--- src/crsf_rx_pkg.sv ---
`default_nettype none
// ----------------------------------------------------------------------------
// crsf_rx_pkg
// shared types, constants and the crc-8 step of the rc frame receiver
// ----------------------------------------------------------------------------
package crsf_rx_pkg;

    // default sizes handed to the top level
    localparam int MAX_FRAME_LEN_DEF = 64;
    localparam int NUM_CHANNELS_DEF  = 16;

    // framing
    localparam logic [7:0] SYNC_CODE   = 8'hC8;
    localparam logic [7:0] CRC_POLY    = 8'hD5;
    localparam int         MIN_LEN     = 2;
    localparam int         CH_BITS     = 11;

    // channel scaling: (v - 172) * 1000 / 1639 + 1000
    localparam int          SCALE_OFFSET = 172;
    localparam int          SCALE_MUL    = 1000;
    localparam int          SCALE_DIV    = 1639;
    localparam int          SCALE_BASE   = 1000;
    localparam int          RECIP_SHIFT  = 32;
    localparam logic [21:0] RECIP_MUL    =
        22'(((64'd1 << RECIP_SHIFT) + 64'(SCALE_DIV) - 64'd1) / 64'(SCALE_DIV));

    // failsafe counter
    localparam logic [16:0] TICK_MAX = 17'h1FFFF;

    // register reset values
    localparam logic [15:0] TIMEOUT_RST   = 16'd100;
    localparam logic [7:0]  RC_TYPE_RST   = 8'd22;
    localparam logic [7:0]  LINK_TYPE_RST = 8'd20;

    // register indexes
    typedef enum logic [1:0] {
        CFG_TIMEOUT   = 2'd0,
        CFG_RC_TYPE   = 2'd1,
        CFG_LINK_TYPE = 2'd2
    } cfg_index_t;

    typedef struct packed {
        logic [15:0] timeout;
        logic [7:0]  rc_type;
        logic [7:0]  link_type;
    } cfg_t;

    // work passed from parser to emitter
    typedef enum logic [1:0] {
        EV_TICK = 2'd0,
        EV_RC   = 2'd1,
        EV_LINK = 2'd2
    } event_t;

    // result kinds
    typedef enum logic [1:0] {
        KIND_CHANNEL = 2'd0,
        KIND_RSSI    = 2'd1,
        KIND_LOST    = 2'd2
    } kind_t;

    typedef enum logic [2:0] {
        PS_SYNC,
        PS_LEN,
        PS_TYPE,
        PS_BODY,
        PS_CRC
    } parse_state_t;

    typedef enum logic [3:0] {
        BK_IDLE,
        BK_TICK,
        BK_CH_LOAD,
        BK_CH_MERGE,
        BK_CH_MUL,
        BK_CH_OUT,
        BK_LINK_A,
        BK_LINK_B,
        BK_LINK_C,
        BK_LINK_OUT
    } back_state_t;

    // one byte of crc-8, msb first, no reflection
    function automatic logic [7:0] crc8_step(input logic [7:0] crc_in,
                                             input logic [7:0] data);
        logic [7:0] c;
        c = crc_in ^ data;
        for (int k = 0; k < 8; k++)
        begin
            c = c[7] ? ((c << 1) ^ CRC_POLY) : (c << 1);
        end
        return c;
    endfunction

endpackage
`default_nettype wire

--- src/crsf_rx_ram.sv ---
`default_nettype none
// ----------------------------------------------------------------------------
// crsf_rx_ram
// generic single write, single read ram with registered read data
// ----------------------------------------------------------------------------
module crsf_rx_ram #(
    parameter int WIDTH = 8,
    parameter int DEPTH = 64
) (
    input  wire                       clk,
    input  wire                       wr_en,
    input  wire [$clog2(DEPTH)-1:0]   wr_addr,
    input  wire [WIDTH-1:0]           wr_data,
    input  wire [$clog2(DEPTH)-1:0]   rd_addr,
    output logic [WIDTH-1:0]          rd_data
);

    logic [WIDTH-1:0] mem [DEPTH];

    always_ff @(posedge clk)
    begin
        if (wr_en)
        begin
            mem[wr_addr] <= wr_data;
        end
        rd_data <= mem[rd_addr];
    end

endmodule
`default_nettype wire

--- src/crsf_rx_queue.sv ---
`default_nettype none
// ----------------------------------------------------------------------------
// crsf_rx_queue
// two-entry event queue between parser and emitter
// ----------------------------------------------------------------------------
module crsf_rx_queue
    import crsf_rx_pkg::*;
(
    input  wire     clk,
    input  wire     rst_n,
    input  wire     push,
    input  event_t  push_event,
    input  wire     pop,
    output event_t  pop_event,
    output logic    full,
    output logic    empty
);

    event_t     entry_reg [2];
    logic       wr_ptr_reg, wr_ptr_next;
    logic       rd_ptr_reg, rd_ptr_next;
    logic [1:0] count_reg, count_next;

    assign full      = (count_reg == 2'd2);
    assign empty     = (count_reg == 2'd0);
    assign pop_event = entry_reg[rd_ptr_reg];

    always_comb
    begin
        wr_ptr_next = wr_ptr_reg ^ push;
        rd_ptr_next = rd_ptr_reg ^ pop;
        count_next  = 2'(count_reg + {1'b0, push} - {1'b0, pop});
    end

    always_ff @(posedge clk or negedge rst_n)
    begin
        if (!rst_n)
        begin
            wr_ptr_reg <= 1'b0;
            rd_ptr_reg <= 1'b0;
            count_reg  <= 2'd0;
        end
        else
        begin
            wr_ptr_reg <= wr_ptr_next;
            rd_ptr_reg <= rd_ptr_next;
            count_reg  <= count_next;
        end
    end

    always_ff @(posedge clk)
    begin
        if (push)
        begin
            entry_reg[wr_ptr_reg] <= push_event;
        end
    end

    a_no_overflow : assert property (@(posedge clk) disable iff (!rst_n)
        full |-> !push)
        else $error("event queue overflow");

    a_no_underflow : assert property (@(posedge clk) disable iff (!rst_n)
        empty |-> !pop)
        else $error("event queue underflow");

    a_count_range : assert property (@(posedge clk) disable iff (!rst_n)
        count_reg != 2'd3)
        else $error("event queue count out of range");

endmodule
`default_nettype wire

--- src/crsf_rx_front.sv ---
`default_nettype none
// ----------------------------------------------------------------------------
// crsf_rx_front
// byte framing, running crc, frame store writes and event classification
// ----------------------------------------------------------------------------
module crsf_rx_front
    import crsf_rx_pkg::*;
#(
    parameter int MAX_FRAME_LEN = MAX_FRAME_LEN_DEF
) (
    input  wire                              clk,
    input  wire                              rst_n,
    input  wire                              in_valid,
    output logic                             in_stall,
    input  wire                              command,
    input  wire  [7:0]                       rx_byte,
    input  cfg_t                             cfg,
    input  wire                              q_full,
    output logic                             q_push,
    output event_t                           q_event,
    input  wire                              frame_done,
    output logic                             st_wr_en,
    output logic [$clog2(MAX_FRAME_LEN)-1:0] st_wr_addr,
    output logic [7:0]                       st_wr_data,
    output logic [MAX_FRAME_LEN-1:0]         st_valid
);

    localparam int AW = $clog2(MAX_FRAME_LEN);
    localparam int LW = $clog2(MAX_FRAME_LEN + 1);

    parse_state_t             state_reg, state_next;
    logic [LW-1:0]            body_length_reg, body_length_next;
    logic [LW-1:0]            body_index_reg, body_index_next;
    logic [7:0]               frame_kind_reg, frame_kind_next;
    logic [7:0]               crc_reg, crc_next;
    logic [MAX_FRAME_LEN-1:0] valid_reg, valid_next;
    logic [1:0]               pend_reg, pend_next;

    logic          writes_store;
    logic          accept;
    logic          byte_in;
    logic          bad_len;
    logic [LW-1:0] index_inc;
    logic          push_frame;

    // store may not change while an earlier frame is still being emitted
    assign writes_store = (state_reg == PS_TYPE) || (state_reg == PS_BODY);
    assign in_stall     = q_full || (!command && writes_store && (pend_reg != 2'd0));
    assign accept       = in_valid && !in_stall;
    assign byte_in      = accept && !command;
    assign bad_len      = ({1'b0, rx_byte} > 9'(MAX_FRAME_LEN)) || (rx_byte < 8'(MIN_LEN));
    assign index_inc    = LW'(body_index_reg + 1'b1);
    assign st_valid     = valid_reg;

    // next state
    always_comb
    begin
        state_next = state_reg;
        if (byte_in)
        begin
            unique case (state_reg)
                PS_SYNC:
                begin
                    if (rx_byte == SYNC_CODE)
                    begin
                        state_next = PS_LEN;
                    end
                end
                PS_LEN:
                begin
                    state_next = bad_len ? PS_SYNC : PS_TYPE;
                end
                PS_TYPE:
                begin
                    state_next = (body_length_reg == '0) ? PS_CRC : PS_BODY;
                end
                PS_BODY:
                begin
                    if (index_inc > body_length_reg)
                    begin
                        state_next = PS_CRC;
                    end
                end
                PS_CRC:
                begin
                    state_next = PS_SYNC;
                end
                default:
                begin
                    state_next = PS_SYNC;
                end
            endcase
        end
    end

    // datapath and outputs
    always_comb
    begin
        body_length_next = body_length_reg;
        body_index_next  = body_index_reg;
        frame_kind_next  = frame_kind_reg;
        crc_next         = crc_reg;
        q_push           = 1'b0;
        q_event          = EV_TICK;
        st_wr_en         = 1'b0;
        st_wr_addr       = body_index_reg[AW-1:0];
        st_wr_data       = rx_byte;

        if (accept && command)
        begin
            q_push = 1'b1;
        end

        if (byte_in)
        begin
            unique case (state_reg)
                PS_LEN:
                begin
                    if (!bad_len)
                    begin
                        body_length_next = LW'(rx_byte - 8'(MIN_LEN));
                        body_index_next  = '0;
                    end
                end
                PS_TYPE:
                begin
                    frame_kind_next = rx_byte;
                    st_wr_en        = 1'b1;
                    st_wr_addr      = '0;
                    body_index_next = LW'(1);
                    crc_next        = crc8_step(8'h00, rx_byte);
                end
                PS_BODY:
                begin
                    st_wr_en        = 1'b1;
                    body_index_next = index_inc;
                    crc_next        = crc8_step(crc_reg, rx_byte);
                end
                PS_CRC:
                begin
                    if (crc_reg == rx_byte)
                    begin
                        if (frame_kind_reg == cfg.rc_type)
                        begin
                            q_push  = 1'b1;
                            q_event = EV_RC;
                        end
                        else if (frame_kind_reg == cfg.link_type)
                        begin
                            q_push  = 1'b1;
                            q_event = EV_LINK;
                        end
                    end
                end
                default:
                begin
                end
            endcase
        end

        valid_next = valid_reg;
        if (st_wr_en)
        begin
            valid_next[st_wr_addr] = 1'b1;
        end

        push_frame = q_push && (q_event != EV_TICK);
        pend_next  = 2'(pend_reg + {1'b0, push_frame} - {1'b0, frame_done});
    end

    always_ff @(posedge clk or negedge rst_n)
    begin
        if (!rst_n)
        begin
            state_reg       <= PS_SYNC;
            body_length_reg <= '0;
            body_index_reg  <= '0;
            frame_kind_reg  <= '0;
            crc_reg         <= '0;
            valid_reg       <= '0;
            pend_reg        <= '0;
        end
        else
        begin
            state_reg       <= state_next;
            body_length_reg <= body_length_next;
            body_index_reg  <= body_index_next;
            frame_kind_reg  <= frame_kind_next;
            crc_reg         <= crc_next;
            valid_reg       <= valid_next;
            pend_reg        <= pend_next;
        end
    end

    a_no_store_write_busy : assert property (@(posedge clk) disable iff (!rst_n)
        st_wr_en |-> (pend_reg == 2'd0))
        else $error("frame store written while a frame is being emitted");

    a_index_in_frame : assert property (@(posedge clk) disable iff (!rst_n)
        (state_reg == PS_BODY) |-> (body_index_reg <= body_length_reg))
        else $error("body index past frame length");

    a_pend_range : assert property (@(posedge clk) disable iff (!rst_n)
        pend_reg != 2'd3 || $past(pend_reg) != 2'd0)
        else $error("pending frame count jumped");

endmodule
`default_nettype wire

--- src/crsf_rx_back.sv ---
`default_nettype none
// ----------------------------------------------------------------------------
// crsf_rx_back
// event execution: channel unpack and scaling, link rssi, failsafe timer
// ----------------------------------------------------------------------------
module crsf_rx_back
    import crsf_rx_pkg::*;
#(
    parameter int MAX_FRAME_LEN = MAX_FRAME_LEN_DEF,
    parameter int NUM_CHANNELS  = NUM_CHANNELS_DEF
) (
    input  wire                              clk,
    input  wire                              rst_n,
    input  cfg_t                             cfg,
    input  wire                              q_empty,
    input  event_t                           q_event,
    output logic                             q_pop,
    output logic                             frame_done,
    output logic [$clog2(MAX_FRAME_LEN)-1:0] st_rd_addr,
    input  wire  [7:0]                       st_rd_data,
    input  wire  [MAX_FRAME_LEN-1:0]         st_valid,
    output logic                             out_valid,
    input  wire                              out_stall,
    output kind_t                            kind,
    output logic [3:0]                       channel_index,
    output logic [11:0]                      channel_value,
    output logic signed [8:0]                rssi_dbm,
    output logic                             signal_lost,
    output logic                             last
);

    localparam int AW = $clog2(MAX_FRAME_LEN);

    back_state_t  state_reg, state_next;
    logic [17:0]  acc_reg, acc_next;
    logic [4:0]   avail_reg, avail_next;
    logic [AW-1:0] pos_reg, pos_next;
    logic [3:0]   ch_reg, ch_next;
    logic         neg_reg, neg_next;
    logic [20:0]  p_reg, p_next;
    logic [10:0]  q_reg, q_next;
    logic [7:0]   a_reg, a_next;
    logic [7:0]   b_reg, b_next;
    logic [16:0]  ticks_reg, ticks_next;
    logic         lost_reg, lost_next;
    logic         valid_q_reg;

    logic         out_valid_reg, out_valid_next;
    kind_t        kind_reg, kind_next;
    logic [3:0]   idx_reg, idx_next;
    logic [11:0]  value_reg, value_next;
    logic [8:0]   rssi_reg, rssi_next;
    logic         lost_out_reg, lost_out_next;
    logic         last_reg, last_next;

    logic         out_free;
    logic         load_out;
    logic [7:0]   byte_eff;
    logic [16:0]  tick_inc;
    logic         tick_lost;
    logic [10:0]  raw;
    logic         raw_neg;
    logic [10:0]  mag;
    logic [42:0]  prod;
    logic [7:0]   best;
    logic         ch_final;

    assign out_free  = !out_valid_reg || !out_stall;
    assign byte_eff  = valid_q_reg ? st_rd_data : 8'h00;
    assign tick_inc  = (ticks_reg == TICK_MAX) ? ticks_reg : 17'(ticks_reg + 1'b1);
    assign tick_lost = tick_inc > {1'b0, cfg.timeout};
    assign raw       = acc_reg[CH_BITS-1:0];
    assign raw_neg   = raw < 11'(SCALE_OFFSET);
    assign mag       = raw_neg ? 11'(11'(SCALE_OFFSET) - raw) : 11'(raw - 11'(SCALE_OFFSET));
    assign prod      = 43'(p_reg) * 43'(RECIP_MUL);
    assign best      = (a_reg < b_reg) ? a_reg : b_reg;
    assign ch_final  = (ch_reg == 4'(NUM_CHANNELS - 1));

    assign out_valid     = out_valid_reg;
    assign kind          = kind_reg;
    assign channel_index = idx_reg;
    assign channel_value = value_reg;
    assign rssi_dbm      = rssi_reg;
    assign signal_lost   = lost_out_reg;
    assign last          = last_reg;

    // next state
    always_comb
    begin
        state_next = state_reg;
        unique case (state_reg)
            BK_IDLE:
            begin
                if (!q_empty)
                begin
                    unique case (q_event)
                        EV_TICK: state_next = BK_TICK;
                        EV_RC:   state_next = BK_CH_LOAD;
                        EV_LINK: state_next = BK_LINK_A;
                        default: state_next = BK_IDLE;
                    endcase
                end
            end
            BK_TICK:
            begin
                if (!tick_lost || out_free)
                begin
                    state_next = BK_IDLE;
                end
            end
            BK_CH_LOAD:
            begin
                state_next = (avail_reg < 5'(CH_BITS)) ? BK_CH_MERGE : BK_CH_MUL;
            end
            BK_CH_MERGE: state_next = BK_CH_LOAD;
            BK_CH_MUL:   state_next = BK_CH_OUT;
            BK_CH_OUT:
            begin
                if (out_free)
                begin
                    state_next = ch_final ? BK_IDLE : BK_CH_LOAD;
                end
            end
            BK_LINK_A:   state_next = BK_LINK_B;
            BK_LINK_B:   state_next = BK_LINK_C;
            BK_LINK_C:   state_next = BK_LINK_OUT;
            BK_LINK_OUT:
            begin
                if (out_free)
                begin
                    state_next = BK_IDLE;
                end
            end
            default:     state_next = BK_IDLE;
        endcase
    end

    // datapath and outputs
    always_comb
    begin
        acc_next      = acc_reg;
        avail_next    = avail_reg;
        pos_next      = pos_reg;
        ch_next       = ch_reg;
        neg_next      = neg_reg;
        p_next        = p_reg;
        q_next        = q_reg;
        a_next        = a_reg;
        b_next        = b_reg;
        ticks_next    = ticks_reg;
        lost_next     = lost_reg;
        q_pop         = 1'b0;
        frame_done    = 1'b0;
        st_rd_addr    = pos_reg;
        load_out      = 1'b0;
        kind_next     = kind_reg;
        idx_next      = idx_reg;
        value_next    = value_reg;
        rssi_next     = rssi_reg;
        lost_out_next = lost_out_reg;
        last_next     = last_reg;

        unique case (state_reg)
            BK_IDLE:
            begin
                if (!q_empty)
                begin
                    q_pop = 1'b1;
                    if (q_event == EV_RC)
                    begin
                        // a good rc frame restarts the failsafe timer
                        acc_next   = '0;
                        avail_next = '0;
                        pos_next   = AW'(1);
                        ch_next    = '0;
                        lost_next  = 1'b0;
                        ticks_next = '0;
                    end
                end
            end
            BK_TICK:
            begin
                if (!tick_lost)
                begin
                    ticks_next = tick_inc;
                end
                else if (out_free)
                begin
                    ticks_next    = tick_inc;
                    lost_next     = 1'b1;
                    load_out      = 1'b1;
                    kind_next     = KIND_LOST;
                    idx_next      = '0;
                    value_next    = '0;
                    rssi_next     = '0;
                    lost_out_next = 1'b1;
                    last_next     = 1'b1;
                end
            end
            BK_CH_LOAD:
            begin
                if (avail_reg < 5'(CH_BITS))
                begin
                    pos_next = AW'(pos_reg + 1'b1);
                end
                else
                begin
                    neg_next   = raw_neg;
                    p_next     = 21'(mag) * 21'(SCALE_MUL);
                    acc_next   = acc_reg >> CH_BITS;
                    avail_next = 5'(avail_reg - 5'(CH_BITS));
                end
            end
            BK_CH_MERGE:
            begin
                acc_next   = acc_reg | (18'(byte_eff) << avail_reg);
                avail_next = 5'(avail_reg + 5'd8);
            end
            BK_CH_MUL:
            begin
                q_next = prod[RECIP_SHIFT+10:RECIP_SHIFT];
            end
            BK_CH_OUT:
            begin
                if (out_free)
                begin
                    load_out      = 1'b1;
                    kind_next     = KIND_CHANNEL;
                    idx_next      = ch_reg;
                    value_next    = neg_reg ? 12'(12'(SCALE_BASE) - 12'(q_reg))
                                            : 12'(12'(SCALE_BASE) + 12'(q_reg));
                    rssi_next     = '0;
                    lost_out_next = lost_reg;
                    last_next     = ch_final;
                    if (ch_final)
                    begin
                        frame_done = 1'b1;
                    end
                    else
                    begin
                        ch_next = 4'(ch_reg + 1'b1);
                    end
                end
            end
            BK_LINK_A:
            begin
                st_rd_addr = AW'(1);
            end
            BK_LINK_B:
            begin
                st_rd_addr = AW'(2);
                a_next     = byte_eff;
            end
            BK_LINK_C:
            begin
                b_next = byte_eff;
            end
            BK_LINK_OUT:
            begin
                if (out_free)
                begin
                    load_out      = 1'b1;
                    frame_done    = 1'b1;
                    kind_next     = KIND_RSSI;
                    idx_next      = '0;
                    value_next    = '0;
                    rssi_next     = 9'(9'd0 - {1'b0, best});
                    lost_out_next = lost_reg;
                    last_next     = 1'b1;
                end
            end
            default:
            begin
            end
        endcase

        out_valid_next = load_out ? 1'b1 : (out_stall ? out_valid_reg : 1'b0);
    end

    always_ff @(posedge clk or negedge rst_n)
    begin
        if (!rst_n)
        begin
            state_reg     <= BK_IDLE;
            ticks_reg     <= '0;
            lost_reg      <= 1'b1;
            out_valid_reg <= 1'b0;
            ch_reg        <= '0;
            avail_reg     <= '0;
            pos_reg       <= '0;
        end
        else
        begin
            state_reg     <= state_next;
            ticks_reg     <= ticks_next;
            lost_reg      <= lost_next;
            out_valid_reg <= out_valid_next;
            ch_reg        <= ch_next;
            avail_reg     <= avail_next;
            pos_reg       <= pos_next;
        end
    end

    always_ff @(posedge clk)
    begin
        acc_reg      <= acc_next;
        neg_reg      <= neg_next;
        p_reg        <= p_next;
        q_reg        <= q_next;
        a_reg        <= a_next;
        b_reg        <= b_next;
        valid_q_reg  <= st_valid[st_rd_addr];
        kind_reg     <= kind_next;
        idx_reg      <= idx_next;
        value_reg    <= value_next;
        rssi_reg     <= rssi_next;
        lost_out_reg <= lost_out_next;
        last_reg     <= last_next;
    end

    a_chan_not_lost : assert property (@(posedge clk) disable iff (!rst_n)
        (out_valid_reg && kind_reg == KIND_CHANNEL) |-> !lost_out_reg)
        else $error("channel result reports signal lost");

    a_lost_report : assert property (@(posedge clk) disable iff (!rst_n)
        (out_valid_reg && kind_reg == KIND_LOST) |-> (lost_out_reg && last_reg))
        else $error("lost report without lost flag or last mark");

    a_ch_range : assert property (@(posedge clk) disable iff (!rst_n)
        ch_reg <= 4'(NUM_CHANNELS - 1))
        else $error("channel counter past channel count");

    a_avail_range : assert property (@(posedge clk) disable iff (!rst_n)
        avail_reg <= 5'd18)
        else $error("bit accumulator overfilled");

endmodule
`default_nettype wire

--- src/crsf_rc_frame_receiver.sv ---
`default_nettype none
// ----------------------------------------------------------------------------
// crsf_rc_frame_receiver
// rc link receiver: frame parser with crc-8, channel scaling and failsafe
// ----------------------------------------------------------------------------
// input: a byte or tick is taken while the event queue has room; a frame byte is also
//   held while an earlier frame is still being emitted from the frame store
// output: an rc frame yields NUM_CHANNELS (16 by default) channel results, the
//   emitter fetching store bytes and scaling each channel in turn; the event queue
//   lets the parser take new ticks while the emitter is busy
// reset: parser to sync hunt, timer cleared, lost flag set, store valid bits
//   cleared so the frame store reads as zeros, registers to defaults
// ----------------------------------------------------------------------------
module crsf_rc_frame_receiver
    import crsf_rx_pkg::*;
#(
    parameter int MAX_FRAME_LEN = MAX_FRAME_LEN_DEF,
    parameter int NUM_CHANNELS  = NUM_CHANNELS_DEF
) (
    input  wire                clk,
    input  wire                rst_n,

    // configuration write port
    input  wire                cfg_we,
    input  wire  [1:0]         cfg_index,
    input  wire  [15:0]        cfg_data,

    // input transactions: bytes and ticks
    input  wire                in_valid,
    output logic               in_stall,
    input  wire                command,
    input  wire  [7:0]         rx_byte,

    // output transactions: results
    output logic               out_valid,
    input  wire                out_stall,
    output logic [1:0]         kind,
    output logic [3:0]         channel_index,
    output logic [11:0]        channel_value,
    output logic signed [8:0]  rssi_dbm,
    output logic               signal_lost,
    output logic               last
);

    localparam int AW = $clog2(MAX_FRAME_LEN);

    // configuration registers; the user writes them only while the block is idle, the block itself does not enforce it
    cfg_t cfg_reg, cfg_next;

    // front to back event queue
    logic   q_push;
    event_t q_push_event;
    logic   q_pop;
    event_t q_pop_event;
    logic   q_full;
    logic   q_empty;

    // frame store: front writes, back reads
    logic                     st_wr_en;
    logic [AW-1:0]            st_wr_addr;
    logic [7:0]               st_wr_data;
    logic [AW-1:0]            st_rd_addr;
    logic [7:0]               st_rd_data;
    logic [MAX_FRAME_LEN-1:0] st_valid;

    logic  frame_done;
    kind_t kind_out;

    assign kind = kind_out;

    always_comb
    begin
        cfg_next = cfg_reg;
        if (cfg_we)
        begin
            unique case (cfg_index)
                CFG_TIMEOUT:   cfg_next.timeout   = cfg_data;
                CFG_RC_TYPE:   cfg_next.rc_type   = cfg_data[7:0];
                CFG_LINK_TYPE: cfg_next.link_type = cfg_data[7:0];
                default:
                begin
                    // writes beyond the register list are dropped
                end
            endcase
        end
    end

    always_ff @(posedge clk or negedge rst_n)
    begin
        if (!rst_n)
        begin
            cfg_reg.timeout   <= TIMEOUT_RST;
            cfg_reg.rc_type   <= RC_TYPE_RST;
            cfg_reg.link_type <= LINK_TYPE_RST;
        end
        else
        begin
            cfg_reg <= cfg_next;
        end
    end

    // front: framing, running crc, store writes, classification into events
    crsf_rx_front #(
        .MAX_FRAME_LEN (MAX_FRAME_LEN)
    ) u_front (
        .clk        (clk),
        .rst_n      (rst_n),
        .in_valid   (in_valid),
        .in_stall   (in_stall),
        .command    (command),
        .rx_byte    (rx_byte),
        .cfg        (cfg_reg),
        .q_full     (q_full),
        .q_push     (q_push),
        .q_event    (q_push_event),
        .frame_done (frame_done),
        .st_wr_en   (st_wr_en),
        .st_wr_addr (st_wr_addr),
        .st_wr_data (st_wr_data),
        .st_valid   (st_valid)
    );

    // short queue decoupling the two sides
    crsf_rx_queue u_queue (
        .clk        (clk),
        .rst_n      (rst_n),
        .push       (q_push),
        .push_event (q_push_event),
        .pop        (q_pop),
        .pop_event  (q_pop_event),
        .full       (q_full),
        .empty      (q_empty)
    );

    // frame store, entries not yet written read as zero via the valid bits
    crsf_rx_ram #(
        .WIDTH (8),
        .DEPTH (MAX_FRAME_LEN)
    ) u_store (
        .clk     (clk),
        .wr_en   (st_wr_en),
        .wr_addr (st_wr_addr),
        .wr_data (st_wr_data),
        .rd_addr (st_rd_addr),
        .rd_data (st_rd_data)
    );

    // back: channel unpack and scaling, link rssi, failsafe timer, output register
    crsf_rx_back #(
        .MAX_FRAME_LEN (MAX_FRAME_LEN),
        .NUM_CHANNELS  (NUM_CHANNELS)
    ) u_back (
        .clk           (clk),
        .rst_n         (rst_n),
        .cfg           (cfg_reg),
        .q_empty       (q_empty),
        .q_event       (q_pop_event),
        .q_pop         (q_pop),
        .frame_done    (frame_done),
        .st_rd_addr    (st_rd_addr),
        .st_rd_data    (st_rd_data),
        .st_valid      (st_valid),
        .out_valid     (out_valid),
        .out_stall     (out_stall),
        .kind          (kind_out),
        .channel_index (channel_index),
        .channel_value (channel_value),
        .rssi_dbm      (rssi_dbm),
        .signal_lost   (signal_lost),
        .last          (last)
    );

endmodule
`default_nettype wire
--- config.mk ---
export PLATFORM = sky130hd
export DESIGN_NAME = crsf_rc_frame_receiver
export DESIGN_NICKNAME = d
export VERILOG_FILES = /design/src/crsf_rx_pkg.sv /design/src/crsf_rx_ram.sv /design/src/crsf_rx_queue.sv /design/src/crsf_rx_front.sv /design/src/crsf_rx_back.sv /design/src/crsf_rc_frame_receiver.sv
export SDC_FILE = /design/constraint.sdc
export NUM_CORES = 2
export LEC_CHECK = 0
export BUFFER_PORTS_ARGS = -buffer_cell sky130_fd_sc_hd__buf_2
export CORE_MARGIN = 4
export CORE_UTILIZATION = 30
export DETAILED_ROUTE_END_ITERATION = 6
export PLACE_DENSITY = 0.49
export SLEW_MARGIN = 20
export SYNTH_ARGS = -nofsm -noshare
export SYNTH_HDL_FRONTEND = slang
export SYNTH_SLANG_ARGS = --single-unit
--- constraint.sdc ---
create_clock -name clk -period 6.65 [get_ports clk]
set_input_delay 0.3325 -clock clk [delete_from_list [all_inputs] [get_ports clk]]
set_output_delay 0.3325 -clock clk [all_outputs]
set_load 0.02 [all_outputs]
==> key figures <==
Run status
  • Run status: complete, no violations

Layout
  • Flip-flop count of the largest register, all copies and words added: 512
  • Storage element area: 22800 um2
  • FILL cells: 13.1k
  • # diodes: 0
  • Layout overhead on the synthesized area: 13.5%
  • Share of cells above drive strength 1: 10.1%
  • Post-Layout Inst Area: 45300 um2
  • Combined area of the multi-input logic cells: 15600 um2
  • Total Nets Final: 3838

CTS
  • Number of buffers inserted during clock tree synthesis: 86
  • Longest Clk Path Bufs: 3
  • Cell chosen for the clock root: clkbuf_16
  • Clock latency of the later-clocked register in the worst-skew pair: 0.67 ns
  • H-tree levels: 3
  • TritonCTS clock tree: built
  • CTS sink cnt: 791
  • Clock transition at the registers of the reported paths: 0.06 ns

GRT
  • Pin count of the biggest net entering global routing: 129
  • Wire length of the first global-routing pass: 158000 um
  • Via count of the first global-routing pass: 25.7k
  • Initial antenna violation count: 7
  • GRT met3 Usage: 2.09%
  • Met2 capacity usage during global routing: 23.2%
  • GR met1 Demand/Resource: 20.5%
  • Overall Global Routing Usage: 14.4%
  • Gr busiest metal: met2
  • Grt ovf: 0

Floorplanning
  • Ports: 63
  • Die W: 373 um
  • Starting density of the core: 30.3%
  • Rows: 133
  • Core region area: 132000 um2
  • Floorplan die area: 139000 um2
  • Height of the die: 373 um

Drt
  • Number of DRC violations after detailed-routing iteration 0: 1814
  • Post-route DRC: 0
  • 1st-pass router iterations: 5
  • Total wire length: 102000 um
  • Routed vias: 25.5k
  • Routed wirelength normalized by instance count: 19.3 um
  • Final antenna-violating net count: 0
  • Avg Vias per Cell: 4.83

Worst setup path
  • Classification of the worst setup path: flop to flop
  • Capture instance of the worst register-to-register path: u_back.q_reg[10]$_DFFE_PP_
  • Peak fanout along the critical path: 4
  • R2r startpoint: u_back.p_reg[12]$_DFFE_PP_
  • Req. time, crit path: 7.04 ns
  • Worst Setup End Kind: flop
  • Worst setup SP type: flop
  • Worst reg-to-reg setup slack: 0.33 ns
  • Cell occurring most often along the worst timing path: fa_1
  • CP Data Arrival Time: 6.72 ns
  • Total buffers and inverters traversed by the critical path: 4
  • R2R depth: 20
  • Slowest cell on the critical path: fa_1
  • Worst path cell trace: fa_1 -> fa_1 -> inv_1 -> fa_1 -> fa_1 -> inv_1 -> fa_1 -> inv_1 -> fa_1 -> inv_1 -> ha_1 -> and4_1 -> nand3_1 -> or4_1 -> a31oi_1 -> o31a_1 -> o22ai_2 -> a31oi_2 -> nor3_1 -> a211o_1
  • Crit path max-delay family: adder cells
  • Largest stage delay, worst path: 0.57 ns

Timing
  • Worst-case headroom to the max-slew limit: 32.1%
  • Unrepaired setup endpoints after global routing: no
  • Setup total negative slack: 0 ns
  • Post-Route Skew: 0.0483 ns
  • Finish-stage setup viols: 0
  • Least-Margin Pin Slew: 1.01 ns
  • Timing-limited maximum frequency: 0.158 GHz
  • Hold violation total from the final report: 0
  • Final critical-path setup slack: 0.326 ns
  • Max Slew Vio Count: 0
  • Min Tclk post-route: 6.32 ns
  • Share of the clock period used by the worst path: 95.1%

Placed design
  • Instance area after placement: 42400 um2
  • Post-place setup slack: 0.126 ns
  • Routability cong.: 0.791
  • DP Wirelength: 66900 um
  • Count of input and output buffers: 62

Synth
  • Synth warn: 0
  • Post-Syn Area per Cell: 11.8 um2
  • Post-synth EDFFs: 609
  • Synth cell types: 65
  • Post-synth design cell area: 39900 um2
  • Post-Synthesis Net Count: 3771
  • Proportion of register bits with asynchronous set or reset after synthesis: 21.9%
  • Cell count after synthesis: 3378
  • Share of synthesized area occupied by flip-flops and latches: 57.1%
  • Flops & latches, synth: 791
  • Predominant post-synthesis flop cell: edfxtp_1

Hold path
  • Type of the most critical hold path: input port to flop
  • Destination of the worst hold path: u_front.frame_kind_reg[0]$_DFFE_PN0P_
  • Cell count of the worst hold path: 3
  • Worst Min Path Start: rx_byte[0]

Job
  • # Max-Cap Violations: 0
## timing repair
item	in CTS	in global routing
gates resized for setup	0	3
setup endpoints to repair	0	5
setup buffers	0	0
hold endpoints to repair	77	0
hold buffers	17	0
## worst min-delay path, cell delays in order
cell	delay, ns
buf_2	0.22
nand2_1	0.11
nand2_1	0.05
## logic make-up after synthesis
group	count (synthesis)	share of synthesized area [%]
AND/OR/NAND/NOR	1091	12.9
flip-flops	791	57.1
AO/OA/AOI/OAI	520	7.77
buffers and inverters	432	4.10
adder cells (fa/ha/maj)	361	13.8
XOR/XNOR	135	2.96
multiplexers	48	1.28
## per-layer routing
metal	wire length, um	part of all wire [%]	up-vias
li1	-	-	12200
met3	4730	4.6	123
met2	47200	46	530
met4	2110	2.1	0
met1	47800	47	12700
met5	0	0	-
## metrics by stage
stage / hold WS [ns] / util, % / instances
finish: 0.113 / 34.4 / 5273
detailed placement: 0.353 / 32.2 / 5095
floorplan: 0.0369 / - / 3378
CTS: 0.0503 / 34.4 / 5273
global placement: 0.360 / 32.2 / 5095
global route: 0.0677 / 34.4 / 5273
## layout make-up
| cell class | count | area share (%) |
|---|---|---|
| sequential | 791 | 50.3 |
| multi-input combinational | 2155 | 34.4 |
| clock buffer | 112 | 5.17 |
| tap | 1755 | 4.85 |
| inverter | 279 | 2.31 |
| timing repair buffer | 132 | 2.11 |
| clock inverter | 49 | 0.878 |
## worst max path at each step
stage / from / endpoint / depth (start not counted)
floorplan: u_back.ticks_reg[4]$_DFFE_PN0P_ / u_back.channel_index[0]$_SDFFCE_PN0P_ / 18
global placement: u_back.p_reg[12]$_DFFE_PP_ / u_back.q_reg[10]$_DFFE_PP_ / 20
detailed placement: u_back.p_reg[12]$_DFFE_PP_ / u_back.q_reg[10]$_DFFE_PP_ / 20
CTS: u_back.p_reg[12]$_DFFE_PP_ / u_back.q_reg[10]$_DFFE_PP_ / 20
global route: u_back.p_reg[12]$_DFFE_PP_ / u_back.q_reg[10]$_DFFE_PP_ / 20
finish: u_back.p_reg[12]$_DFFE_PP_ / u_back.q_reg[10]$_DFFE_PP_ / 20
## cells in the mapped netlist, types with 94 or more instances
| master | n | area (um2) |
|---|---|---|
| inv_1 | 278 | 1040 |
| nor4_1 | 113 | 707 |
| fa_1 | 134 | 2680 |
| edfxtp_1 | 609 | 18300 |
| dfrtp_1 | 164 | 4100 |
| o21ai_0 | 186 | 931 |
| nand2_1 | 178 | 668 |
| ha_1 | 227 | 2840 |
| o22ai_1 | 151 | 945 |
| nor2_1 | 444 | 1670 |
| nand3_1 | 94 | 470 |
| clkbuf_1 | 135 | 507 |
## cell usage in the layout (no fill, tap or decap), drive strengths merged, types with 94 or more instances in the layout
cell,n
clkbuf,113
nor2,444
nand2,178
nor4,113
o22ai,151
ha,227
fa,134
o21ai,188
buf,114
dfrtp,164
inv,280
nand3,94
edfxtp,609
Power is left out: the tool's default activity adds up to more than one toggle a clock period on the data nets, which glitch-free logic cannot reach.
